[config.mk]
export PLATFORM = sky130hd
export DESIGN_NAME = input_capture_frequency_meter
export DESIGN_NICKNAME = d
export VERILOG_FILES = /design/src/rtl/core/icfm_pkg.sv /design/src/rtl/core/icfm_ctrl.sv /design/src/rtl/core/icfm_divider.sv /design/src/rtl/core/icfm_datapath.sv /design/src/rtl/core/input_capture_frequency_meter.sv
export VERILOG_INCLUDE_DIRS = /design/src /design/src/rtl/core
export SDC_FILE = /design/constraint.sdc
export NUM_CORES = 1
export LEC_CHECK = 0
export BUFFER_PORTS_ARGS = -buffer_cell sky130_fd_sc_hd__buf_2
export CORE_ASPECT_RATIO = 2
export CORE_MARGIN = 5
export CORE_UTILIZATION = 55
export CTS_CLUSTER_SIZE = 24
export DETAILED_ROUTE_END_ITERATION = 16
export PLACE_DENSITY_LB_ADDON = 0.08
export SYNTH_ARGS = -nofsm -noshare
export SYNTH_HDL_FRONTEND = slang
export SYNTH_HIERARCHICAL = 1
export SYNTH_SLANG_ARGS = --single-unit
[constraint.sdc]
create_clock -name i_clk -period 7.32 [get_ports i_clk]
set_input_delay 1.098 -clock i_clk [delete_from_list [all_inputs] [get_ports i_clk]]
set_output_delay 1.098 -clock i_clk [all_outputs]
set_load 0.02 [all_outputs]
[src/rtl/core/input_capture_frequency_meter_macros.svh]
// ---------------------------------------------------------------------------
// input_capture_frequency_meter assertion macros
// clocked assertion helpers, empty when synthesized
// ---------------------------------------------------------------------------
`ifndef INPUT_CAPTURE_FREQUENCY_METER_MACROS_SVH
`define INPUT_CAPTURE_FREQUENCY_METER_MACROS_SVH

`ifndef SYNTHESIS
// property holds at every clock edge outside reset
`define ICFM_ASSERT(label, clk, rst_n, prop, msg) \
    label: assert property (@(posedge clk) disable iff (!rst_n) (prop)) else $error(msg);
// consequence holds in the cycle after the antecedent
`define ICFM_ASSERT_NEXT(label, clk, rst_n, ante, cons, msg) \
    label: assert property (@(posedge clk) disable iff (!rst_n) (ante) |=> (cons)) \
        else $error(msg);
`else
`define ICFM_ASSERT(label, clk, rst_n, prop, msg)
`define ICFM_ASSERT_NEXT(label, clk, rst_n, ante, cons, msg)
`endif

`endif

[src/rtl/core/icfm_pkg.sv]
// ---------------------------------------------------------------------------
// icfm_pkg
// shared widths, register indexes, states and control structs
// ---------------------------------------------------------------------------
`timescale 1ns / 1ps

package icfm_pkg;

    localparam int COUNTER_BITS = 16;

    localparam int CAP_W     = 16;
    localparam int FREQ_W    = 32;
    localparam int SPAN_W    = 17;
    localparam int TALLY_W   = 16;
    localparam int PROD_W    = TALLY_W + SPAN_W;
    localparam int CFG_IDX_W = 1;
    localparam int DIV_STEPS = FREQ_W;
    localparam int STEP_W    = $clog2(DIV_STEPS);

    localparam logic [CFG_IDX_W-1:0] CFG_CLOCK_FREQ    = CFG_IDX_W'(0);
    localparam logic [CFG_IDX_W-1:0] CFG_OVERFLOW_SPAN = CFG_IDX_W'(1);

    localparam logic [FREQ_W-1:0]  CLOCK_FREQ_RESET    = FREQ_W'(45000000);
    localparam logic [SPAN_W-1:0]  OVERFLOW_SPAN_RESET = SPAN_W'(65536);
    localparam logic [TALLY_W-1:0] TALLY_MAX           = '1;

    function automatic logic [CAP_W-1:0] count_mask();
        if (COUNTER_BITS >= CAP_W) begin
            return '1;
        end else begin
            return CAP_W'((64'd1 << COUNTER_BITS) - 64'd1);
        end
    endfunction

    localparam logic [CAP_W-1:0] CAP_MASK = count_mask();

    typedef enum logic [2:0] {
        ST_IDLE,
        ST_ELAPSED,
        ST_CHECK,
        ST_DIVIDE,
        ST_PUSH
    } t_state;

    typedef struct packed {
        logic accept_tick;
        logic accept_first;
        logic load_mul;
        logic load_elapsed;
        logic div_start;
        logic div_step;
        logic load_result;
    } t_cmd;

    typedef struct packed {
        logic elapsed_zero;
    } t_stat;

endpackage

[src/rtl/core/icfm_ctrl.sv]
// ---------------------------------------------------------------------------
// icfm_ctrl
// sequencer: edge phase, elapsed and divide steps, output word handshake
// ---------------------------------------------------------------------------
`timescale 1ns / 1ps

module icfm_ctrl import icfm_pkg::*; (
    input  logic  i_clk,
    input  logic  i_rst_n,
    input  logic  i_in_valid,
    input  logic  i_mode,
    input  logic  i_out_ready,
    input  t_stat i_stat,
    output logic  o_in_ready,
    output logic  o_out_valid,
    output t_cmd  o_cmd
);

    t_state            r_state, n_state;
    logic              r_second, n_second;
    logic [STEP_W-1:0] r_step, n_step;
    logic              r_out_valid, n_out_valid;
    logic              w_accept;
    logic              w_out_free;
    logic              w_last_step;

    assign w_accept    = i_in_valid && (r_state == ST_IDLE);
    assign w_out_free  = !r_out_valid || i_out_ready;
    assign w_last_step = (r_step == STEP_W'(DIV_STEPS - 1));

    always_comb begin
        n_state = r_state;
        unique case (r_state)
            ST_IDLE: begin
                if (w_accept && !i_mode && r_second) begin
                    n_state = ST_ELAPSED;
                end
            end
            ST_ELAPSED: begin
                n_state = ST_CHECK;
            end
            ST_CHECK: begin
                n_state = i_stat.elapsed_zero ? ST_PUSH : ST_DIVIDE;
            end
            ST_DIVIDE: begin
                if (w_last_step) begin
                    n_state = ST_PUSH;
                end
            end
            ST_PUSH: begin
                if (w_out_free) begin
                    n_state = ST_IDLE;
                end
            end
            default: begin
                n_state = ST_IDLE;
            end
        endcase
    end

    always_comb begin
        o_cmd = '0;
        unique case (r_state)
            ST_IDLE: begin
                o_cmd.accept_tick  = w_accept && i_mode;
                o_cmd.accept_first = w_accept && !i_mode && !r_second;
                o_cmd.load_mul     = w_accept && !i_mode && r_second;
            end
            ST_ELAPSED: begin
                o_cmd.load_elapsed = 1'b1;
            end
            ST_CHECK: begin
                o_cmd.div_start = !i_stat.elapsed_zero;
            end
            ST_DIVIDE: begin
                o_cmd.div_step = 1'b1;
            end
            ST_PUSH: begin
                o_cmd.load_result = w_out_free;
            end
            default: begin
                o_cmd = '0;
            end
        endcase
    end

    always_comb begin
        n_second = r_second;
        if (o_cmd.accept_first) begin
            n_second = 1'b1;
        end else if (o_cmd.load_mul) begin
            n_second = 1'b0;
        end

        n_step = r_step;
        if (o_cmd.div_start) begin
            n_step = '0;
        end else if (o_cmd.div_step) begin
            n_step = r_step + STEP_W'(1);
        end

        n_out_valid = r_out_valid;
        if (o_cmd.load_result) begin
            n_out_valid = 1'b1;
        end else if (i_out_ready) begin
            n_out_valid = 1'b0;
        end
    end

    always_ff @(posedge i_clk) begin
        if (!i_rst_n) begin
            r_state     <= ST_IDLE;
            r_second    <= 1'b0;
            r_step      <= '0;
            r_out_valid <= 1'b0;
        end else begin
            r_state     <= n_state;
            r_second    <= n_second;
            r_step      <= n_step;
            r_out_valid <= n_out_valid;
        end
    end

    assign o_in_ready  = (r_state == ST_IDLE);
    assign o_out_valid = r_out_valid;

endmodule

[src/rtl/core/icfm_divider.sv]
// ---------------------------------------------------------------------------
// icfm_divider
// restoring divider, one quotient bit per step
// ---------------------------------------------------------------------------
`timescale 1ns / 1ps

module icfm_divider import icfm_pkg::*; (
    input  logic              i_clk,
    input  logic              i_start,
    input  logic              i_step,
    input  logic [FREQ_W-1:0] i_dividend,
    input  logic [FREQ_W-1:0] i_divisor,
    output logic [FREQ_W-1:0] o_quotient
);

    logic [FREQ_W-1:0] r_rem, n_rem;
    logic [FREQ_W-1:0] r_quo, n_quo;
    logic [FREQ_W-1:0] r_div, n_div;
    logic [FREQ_W:0]   w_trial;

    // partial remainder shifted up by one dividend bit, minus divisor
    assign w_trial = {r_rem, r_quo[FREQ_W-1]} - {1'b0, r_div};

    always_comb begin
        n_rem = r_rem;
        n_quo = r_quo;
        n_div = r_div;
        if (i_start) begin
            n_rem = '0;
            n_quo = i_dividend;
            n_div = i_divisor;
        end else if (i_step) begin
            if (!w_trial[FREQ_W]) begin
                n_rem = w_trial[FREQ_W-1:0];
                n_quo = {r_quo[FREQ_W-2:0], 1'b1};
            end else begin
                n_rem = {r_rem[FREQ_W-2:0], r_quo[FREQ_W-1]};
                n_quo = {r_quo[FREQ_W-2:0], 1'b0};
            end
        end
    end

    always_ff @(posedge i_clk) begin
        r_rem <= n_rem;
        r_quo <= n_quo;
        r_div <= n_div;
    end

    assign o_quotient = r_quo;

endmodule

[src/rtl/core/icfm_datapath.sv]
// ---------------------------------------------------------------------------
// icfm_datapath
// config registers, reference and tally, elapsed count, divider, result
// ---------------------------------------------------------------------------
`timescale 1ns / 1ps

module icfm_datapath import icfm_pkg::*; (
    input  logic                 i_clk,
    input  logic                 i_rst_n,
    input  t_cmd                 i_cmd,
    input  logic [CAP_W-1:0]     i_capture_count,
    input  logic                 i_cfg_we,
    input  logic [CFG_IDX_W-1:0] i_cfg_index,
    input  logic [FREQ_W-1:0]    i_cfg_data,
    output t_stat                o_stat,
    output logic [FREQ_W-1:0]    o_frequency_hz,
    output logic                 o_kept_previous
);

    logic [FREQ_W-1:0]  r_clock_freq;
    logic [SPAN_W-1:0]  r_span;
    logic [CAP_W-1:0]   r_ref;
    logic [TALLY_W-1:0] r_tally;
    logic [CAP_W-1:0]   r_cap;
    logic [PROD_W-1:0]  r_prod;
    logic [FREQ_W-1:0]  r_elapsed;
    logic [FREQ_W-1:0]  r_last;
    logic               r_kept;
    logic [CAP_W-1:0]   w_cap;
    logic [FREQ_W-1:0]  w_quotient;
    logic               w_keep;

    assign w_cap = i_capture_count & CAP_MASK;

    always_ff @(posedge i_clk) begin
        if (!i_rst_n) begin
            r_clock_freq <= CLOCK_FREQ_RESET;
            r_span       <= OVERFLOW_SPAN_RESET;
        end else if (i_cfg_we) begin
            unique case (i_cfg_index)
                CFG_CLOCK_FREQ:    r_clock_freq <= i_cfg_data;
                CFG_OVERFLOW_SPAN: r_span       <= i_cfg_data[SPAN_W-1:0];
                default:           r_span       <= r_span;
            endcase
        end
    end

    always_ff @(posedge i_clk) begin
        if (!i_rst_n) begin
            r_ref   <= '0;
            r_tally <= '0;
            r_last  <= '0;
        end else begin
            if (i_cmd.accept_tick && (r_tally != TALLY_MAX)) begin
                r_tally <= r_tally + TALLY_W'(1);
            end else if (i_cmd.accept_first) begin
                r_tally <= '0;
            end
            if (i_cmd.accept_first) begin
                r_ref <= w_cap;
            end
            if (i_cmd.load_result && !w_keep) begin
                r_last <= w_quotient;
            end
        end
    end

    // product registered first, then the modular sum
    always_ff @(posedge i_clk) begin
        if (i_cmd.load_mul) begin
            r_cap  <= w_cap;
            r_prod <= PROD_W'(r_tally) * PROD_W'(r_span);
        end
        if (i_cmd.load_elapsed) begin
            r_elapsed <= FREQ_W'(r_cap) + FREQ_W'(r_prod) - FREQ_W'(r_ref);
        end
        if (i_cmd.load_result) begin
            r_kept <= w_keep;
        end
    end

    icfm_divider u_divider (
        .i_clk      (i_clk),
        .i_start    (i_cmd.div_start),
        .i_step     (i_cmd.div_step),
        .i_dividend (r_clock_freq),
        .i_divisor  (r_elapsed),
        .o_quotient (w_quotient)
    );

    // quotient is stale when the divide was skipped, elapsed zero covers it
    assign w_keep = o_stat.elapsed_zero || (w_quotient == '0);

    assign o_stat.elapsed_zero = (r_elapsed == '0);
    assign o_frequency_hz      = r_last;
    assign o_kept_previous     = r_kept;

endmodule

[src/rtl/core/input_capture_frequency_meter.sv]
// ---------------------------------------------------------------------------
// input_capture_frequency_meter
// reciprocal frequency meter fed by timer capture and overflow events
// ---------------------------------------------------------------------------
// Overflow ticks and first capture edges leave the input ready and give no
// word. A capture edge that closes a pair gives one word (frequency and kept
// flag) and the input is not accepted again until its steps are done: the
// registered tally-span product, the elapsed sum and the zero check, the
// bit-serial restoring divider (one quotient bit a cycle), then loading the
// result; a zero elapsed count skips the divider. The result sits in an
// output register, so the next items are taken while it waits; a further
// closing edge holds in its final state until that word is taken.
// Configuration writes are registered and belong in idle time.
`timescale 1ns / 1ps
`include "input_capture_frequency_meter_macros.svh"

module input_capture_frequency_meter import icfm_pkg::*; (
    input  logic                 i_clk,
    input  logic                 i_rst_n,
    input  logic                 i_in_valid,
    output logic                 o_in_ready,
    input  logic                 i_mode,
    input  logic [CAP_W-1:0]     i_capture_count,
    output logic                 o_out_valid,
    input  logic                 i_out_ready,
    output logic [FREQ_W-1:0]    o_frequency_hz,
    output logic                 o_kept_previous,
    input  logic                 i_cfg_we,
    input  logic [CFG_IDX_W-1:0] i_cfg_index,
    input  logic [FREQ_W-1:0]    i_cfg_data
);

    t_cmd  w_cmd;
    t_stat w_stat;

    icfm_ctrl u_ctrl (
        .i_clk       (i_clk),
        .i_rst_n     (i_rst_n),
        .i_in_valid  (i_in_valid),
        .i_mode      (i_mode),
        .i_out_ready (i_out_ready),
        .i_stat      (w_stat),
        .o_in_ready  (o_in_ready),
        .o_out_valid (o_out_valid),
        .o_cmd       (w_cmd)
    );

    icfm_datapath u_datapath (
        .i_clk           (i_clk),
        .i_rst_n         (i_rst_n),
        .i_cmd           (w_cmd),
        .i_capture_count (i_capture_count),
        .i_cfg_we        (i_cfg_we),
        .i_cfg_index     (i_cfg_index),
        .i_cfg_data      (i_cfg_data),
        .o_stat          (w_stat),
        .o_frequency_hz  (o_frequency_hz),
        .o_kept_previous (o_kept_previous)
    );

    // at most one datapath command per cycle
    `ICFM_ASSERT(a_cmd_onehot, i_clk, i_rst_n, $onehot0(w_cmd), "datapath commands overlap")

    // a capture edge that closes a pair blocks the input while its result is worked out
    `ICFM_ASSERT_NEXT(a_busy_after_edge, i_clk, i_rst_n, w_cmd.load_mul, !o_in_ready, "input taken during divide")

    // loading a result always presents a word
    `ICFM_ASSERT_NEXT(a_result_shown, i_clk, i_rst_n, w_cmd.load_result, o_out_valid, "result loaded without word valid")

endmodule

## After elaboration in Yosys (flattened, before gate mapping)

Cells that the tools add are included.

| storage, ports and cells | value |
|---|---|
| flip-flop bits (word level) | 300 |
| input bits | 55 |
| output and inout port bits | 35 |
| word-level logic and storage cells | 78 |

| cells by class | value |
|---|---|
| $add $sub $neg | 5 |
| $mul | 1 |
| eq/ne operators | 9 |
| multiplexer cells | 20 |
| bitwise operators | 2 |
| reduce and logical (&&, ||, !) cells | 25 |

Operator list:

| cell | count |
|---|---|
| $mux 32 | 3 |
| $logic_not 32->1 | 2 |
| $sub 33x32->33 | 1 |
| $add 16x32->32 | 1 |
| $mul 16x17->32 | 1 |
| $mux 16 | 2 |
| $sub 32x16->32 | 1 |
| $add 16x1->16 const B | 1 |
| $ne 16x16->1 const B | 1 |
| $mux 3 | 5 |
| $pmux 3 s5 | 1 |
| $mux 1 | 9 |
| $reduce_bool 2->1 | 4 |
| $logic_and 1x1->1 | 7 |
| $eq 3x2->1 const B | 2 |
| $ne 2x1->1 const B | 3 |
| $add 5x1->5 const B | 1 |
| $eq 5x5->1 const B | 1 |
| $logic_not 1->1 | 5 |
| $reduce_and 2->1 | 2 |
| $eq 3x1->1 const B | 1 |
| $eq 3x3->1 const B | 1 |
| $logic_not 3->1 | 1 |
| $reduce_and 3->1 | 1 |
| 3 further kinds | 5 |

## Longest topological paths before layout

| logic depth | value |
|---|---|
| word-level depth | 7 |
| gate-level depth with buffers | 24 |
| gate-level depth less buffers | 21 |

## Cells and area by module

Netlist, hierarchy kept.

By module, submodules not included:

| module | times used | cells each | area an instance (sq um) | seq. area each (sq um) |
|---|---|---|---|---|
| icfm_datapath | 1 | 1,996 | 18,502.7 | 4,694.5 |
| icfm_divider | 1 | 579 | 5,730.5 | 2,562.5 |
| icfm_ctrl | 1 | 59 | 536.8 | 200.2 |

## Worst setup path after synthesis

No wires, ideal clock.

| timing path | value |
|---|---|
| kind | reg-to-reg |
| start | register u_datapath.r_tally[1] |
| end | register u_datapath.r_prod[31], data pin |
| setup time | 0.260 ns |
| data arrival time | 5.822 ns |
| required time | 7.060 ns |
| setup slack | 1.238 ns |
| stages on the path, launching flop included | 22 |
| path buffers | 3 |
| period minus slack after synthesis | 6.082 ns |
| cells stage by stage | dfxtp_1 > clkbuf_1 > clkbuf_1 > nand2_1 > fa_1 > fa_1 > fa_1 > inv_1 > fa_1 > fa_1 > inv_1 > fa_1 > inv_1 > ha_1 > clkbuf_1 > a21o_1 > a21oi_1 > a21boi_0 > nor3_2 > o31ai_1 > a31oi_1 > xnor2_1 |

| between the ends | value |
|---|---|
| cells in the longest elaborated chain, start to end | 1 |

Ends and longest elaborated chain:

| item | line | RTL |
|---|---|---|
| from (decl) | icfm_datapath.sv:23 | `logic [TALLY_W-1:0] r_tally;` |
| from (signal assigned) | icfm_datapath.sv:55 | `r_tally <= r_tally + TALLY_W'(1);` |
| $mul 16x17->32 | icfm_datapath.sv:72 | `r_prod <= PROD_W'(r_tally) * PROD_W'(r_span);` |
| to (signal assigned) | icfm_datapath.sv:72 |  |
| to (decl) | icfm_datapath.sv:25 | `logic [PROD_W-1:0] r_prod;` |

No other way between the ends.
A chain may end at the register's enable or synchronous reset.

## Worst setup path after layout

| timing path | value |
|---|---|
| start | register u_datapath.r_tally[2] |
| end | register u_datapath.r_prod[31], data pin |

The elaborated chain is that of the path after synthesis.

==> impl_metrics.ini <==
[sta]
max_slew.worst_pin.slew_ps = 1160
skew_ps = 22.7
number_of_failing_setup_endpoints_in_the_final_timing_report = 0
layout_worst_path_cycle_share = 0.897
fmaxAchievable_mhz = 152
final.setup.worst_slack_ps = 752
final_hold_violation_count = 0
tns_ps = 0
finalHoldWorstSlack_ps = 430
timing.slew.headroom = 0.223
rsz_0062_raised_after_global_routing = false
period_minus_slack_ps = 6570
maxSlewViolCount = 0

[clocking]
clkLatencyLatePin_ps = 570
cts.hold.buffers_added = 0
h-tree-depth = 1
buffer_cell_driving_the_clock_tree_root = clkbuf_16
cts.sink_count = 300
cts_buffer_depth = 3
cts_setup_buffers = 0
cts_resized = 0
clkTransAtPathRegs_ps = 70
numCtsBuffers = 28
cts_tree = yes

[layout]
final_nets = 3103
synthToLayoutAreaGrowth_pct = 7.70
stdcell_area_um2 = 26700
post_route_cells_drive_above_1_share = 0.0937
final_core_density = 0.595

[place]
place_congestion = 0.933
dpl_worst_slack_ps = 773
numPortBuffers = 89
dp_hpwl_um = 53400
post_dp_cell_area_um2 = 25700

[floorplan]
fp.dieW_um = 160
die_h_um = 310
core_area_um2 = 44900
floorplan.initialDensity = 0.552
num_io_pins = 90
total_die_area_um2 = 49600
rows = 110

[synth]
yosys-top-cells-count = 379 x inv_1, 351 x nand2_1, 224 x fa_1, 168 x ha_1, 155 x dfxtp_1
synth_cells = 2634
most_common_cell_in_the_netlist = inv_1
post_synth_edffs = 145
ys_seq_elements = 300
synth.cell_area_um2 = 24800
avg_inst_size_synth_um2 = 9.40
yosys.cell_types.count = 97
mappedNetlistNets = 3081
synth.yosys.seq_area_share = 0.301
synth_async_sr_flop_share = 0
synth-warning-count = 6
netlist_top_cells_area = fa_1 18%, edfxtp_1 18%, dfxtp_1 13%
post-synth-top-area-fraction = 0.181
synth_ff_type = dfxtp_1
synth.largest_area_cell = fa_1

[setup_path]
critPathBufInv = 3
cp-end-kind = flip-flop
timing.critical_path.arrival_ps = 6860
worst-endpoint-required_ps = 7620
crit_top_cell = fa_1
worstSetupPathType = flip-flop to flip-flop
cell_type_of_the_slowest_stage_on_the_worst_timing_path = dfxtp_1
worstPathCellList = nand2_1, fa_1, fa_1, fa_1, fa_1, inv_1, fa_1, inv_1, fa_1, inv_1, ha_1, and3_1, nand3_1, nor3b_1, nor3_2, o31ai_1, a31oi_1, xnor2_1
cp-start-kind = flip-flop
path_max_fanout = 22
timing.critical_path.max_delay_family = adder cells
max_stage_delay_on_crit_path_ps = 860

[pwr]
peakVddDrop_mv = 0.183
power-per-cell-area_nw_per_um2 = 217
leakage_nw = 12.1

[global_route]
grt_use_total = 0.268
globalRouteOverflowTotal = 0
grt_first_pass_wirelength_um = 105000
grt_start_max_net_pins = 70
first_global_vias = 19547
number_of_antenna_violations_at_the_first_check_in_global_routing = 1

[route]
detailroute.via_count = 18759
dr.pass1.iters = 6
vias_per_cell = 5.79
detail_route.wirelength_um = 67400
drt_iter0_drc = 964
route.detailed.drc = 0
drt.antenna.violating_nets = 0
detail_route.wl_per_cell_um = 20.8

[hold_path]
worstHoldPathType = flip-flop to flip-flop

[flow_run]
timing.max_cap.violations = 0

[outcome]
run_status = finished clean
-- layout by cell type (no fill, tap or decap), types with 28 or more instances in the layout --
cell / instances
inv_1: 378
nand2_1: 351
fa_1: 224
ha_1: 168
dfxtp_1: 155
edfxtp_1: 145
and2_1: 140
nor2_1: 103
a21oi_1: 93
buf_2: 88
nor2b_1: 66
o21ai_0: 66
mux2i_1: 58
xnor2_1: 50
nand3_1: 49
a21o_1: 48
a21boi_0: 44
buf_4: 34
mux2_2: 33
clkbuf_16: 29
xor2_1: 28
-- where the power goes --
part	leakage, nW	switching, mW	internal [mW]
logic	9.02	1.17	0.726
registers	2.60	0.221	2.13
clock network	0.476	0.664	0.880
-- registers in the layout, indices dropped and copies added, names as in the netlist --
| name | count |
|---|---|
| u_datapath/r_tally | 16 |
| u_datapath/r_ref | 16 |
| u_datapath/u_divider/o_quotient | 32 |
| u_datapath/r_elapsed | 32 |
| u_datapath/r_cap | 16 |
| u_datapath/u_divider/r_div | 32 |
| u_datapath/o_frequency_hz | 32 |
| u_ctrl/r_state | 3 |
| u_datapath/r_clock_freq | 32 |
| u_ctrl/o_out_valid | 1 |
| u_ctrl/r_step | 5 |
| u_datapath/r_prod | 32 |
| u_datapath/o_kept_previous | 1 |
| u_datapath/r_span | 17 |
| u_datapath/u_divider/r_rem | 32 |
| u_ctrl/r_second | 1 |
-- metrics by stage --
stage,instances,power [mW]
CTS,3238,5.81
detailed placement,3186,4.25
global route,3239,6.09
floorplan,2634,3.73
finish,3239,5.79
global placement,3186,4.20
-- cell families after synthesis --
logic type,count (synthesis),share of synthesized area
AND/OR/NAND/NOR,852,0.171
XOR/XNOR,80,0.0286
buffers and inverters,510,0.0788
multiplexers,91,0.0384
adder cells (fa/ha/maj),392,0.266
AO/OA/AOI/OAI,409,0.116
flip-flops,300,0.301
-- layer usage --
| metal | part of all wire | wire [um] | global-route usage |
|---|---|---|---|
| met2 | 0.57 | 38200 | 0.539 |
| met4 | 0.080 | 5420 | 0.182 |
| met3 | 0.032 | 2140 | 0.0221 |
| met1 | 0.32 | 21700 | 0.254 |
| met5 | 0 | 0 | 0 |
-- path summary, 6_finish.rpt --
check                           start                              to  slack (ps)  cells past startpoint
max             u_datapath/r_tally[2]           u_datapath/r_prod[31]         750                     18
min          u_datapath/r_elapsed[19]  u_datapath/u_divider/r_div[19]         430                      0
min reg2reg  u_datapath/r_elapsed[19]  u_datapath/u_divider/r_div[19]         430                      0
max reg2reg     u_datapath/r_tally[2]           u_datapath/r_prod[31]         750                     18
-- worst reg2reg max path: stages (launching register included) --
cell and delay [ps]:
dfxtp_1 860, nand2_1 200, fa_1 570, fa_1 450, fa_1 490, fa_1 490, inv_1 50, fa_1 530
inv_1 60, fa_1 550, inv_1 50, ha_1 360, and3_1 210, nand3_1 110, nor3b_1 260, nor3_2 110
o31ai_1 590, a31oi_1 210, xnor2_1 160
-- area by class of cell --
| cell class | instances | area [um^2] |
|---|---|---|
| fillers | 3981 | 18200 |
| multi-input cells | 1824 | 15400 |
| flip-flops and latches | 300 | 7460 |
| inverters | 380 | 1430 |
| clock buffers | 35 | 788 |
| well taps | 560 | 701 |
| repair buffers | 122 | 696 |
| clock inverters | 17 | 198 |
| diodes | 1 | 2.50 |
Note: power is estimated with default switching activity, not from simulation.
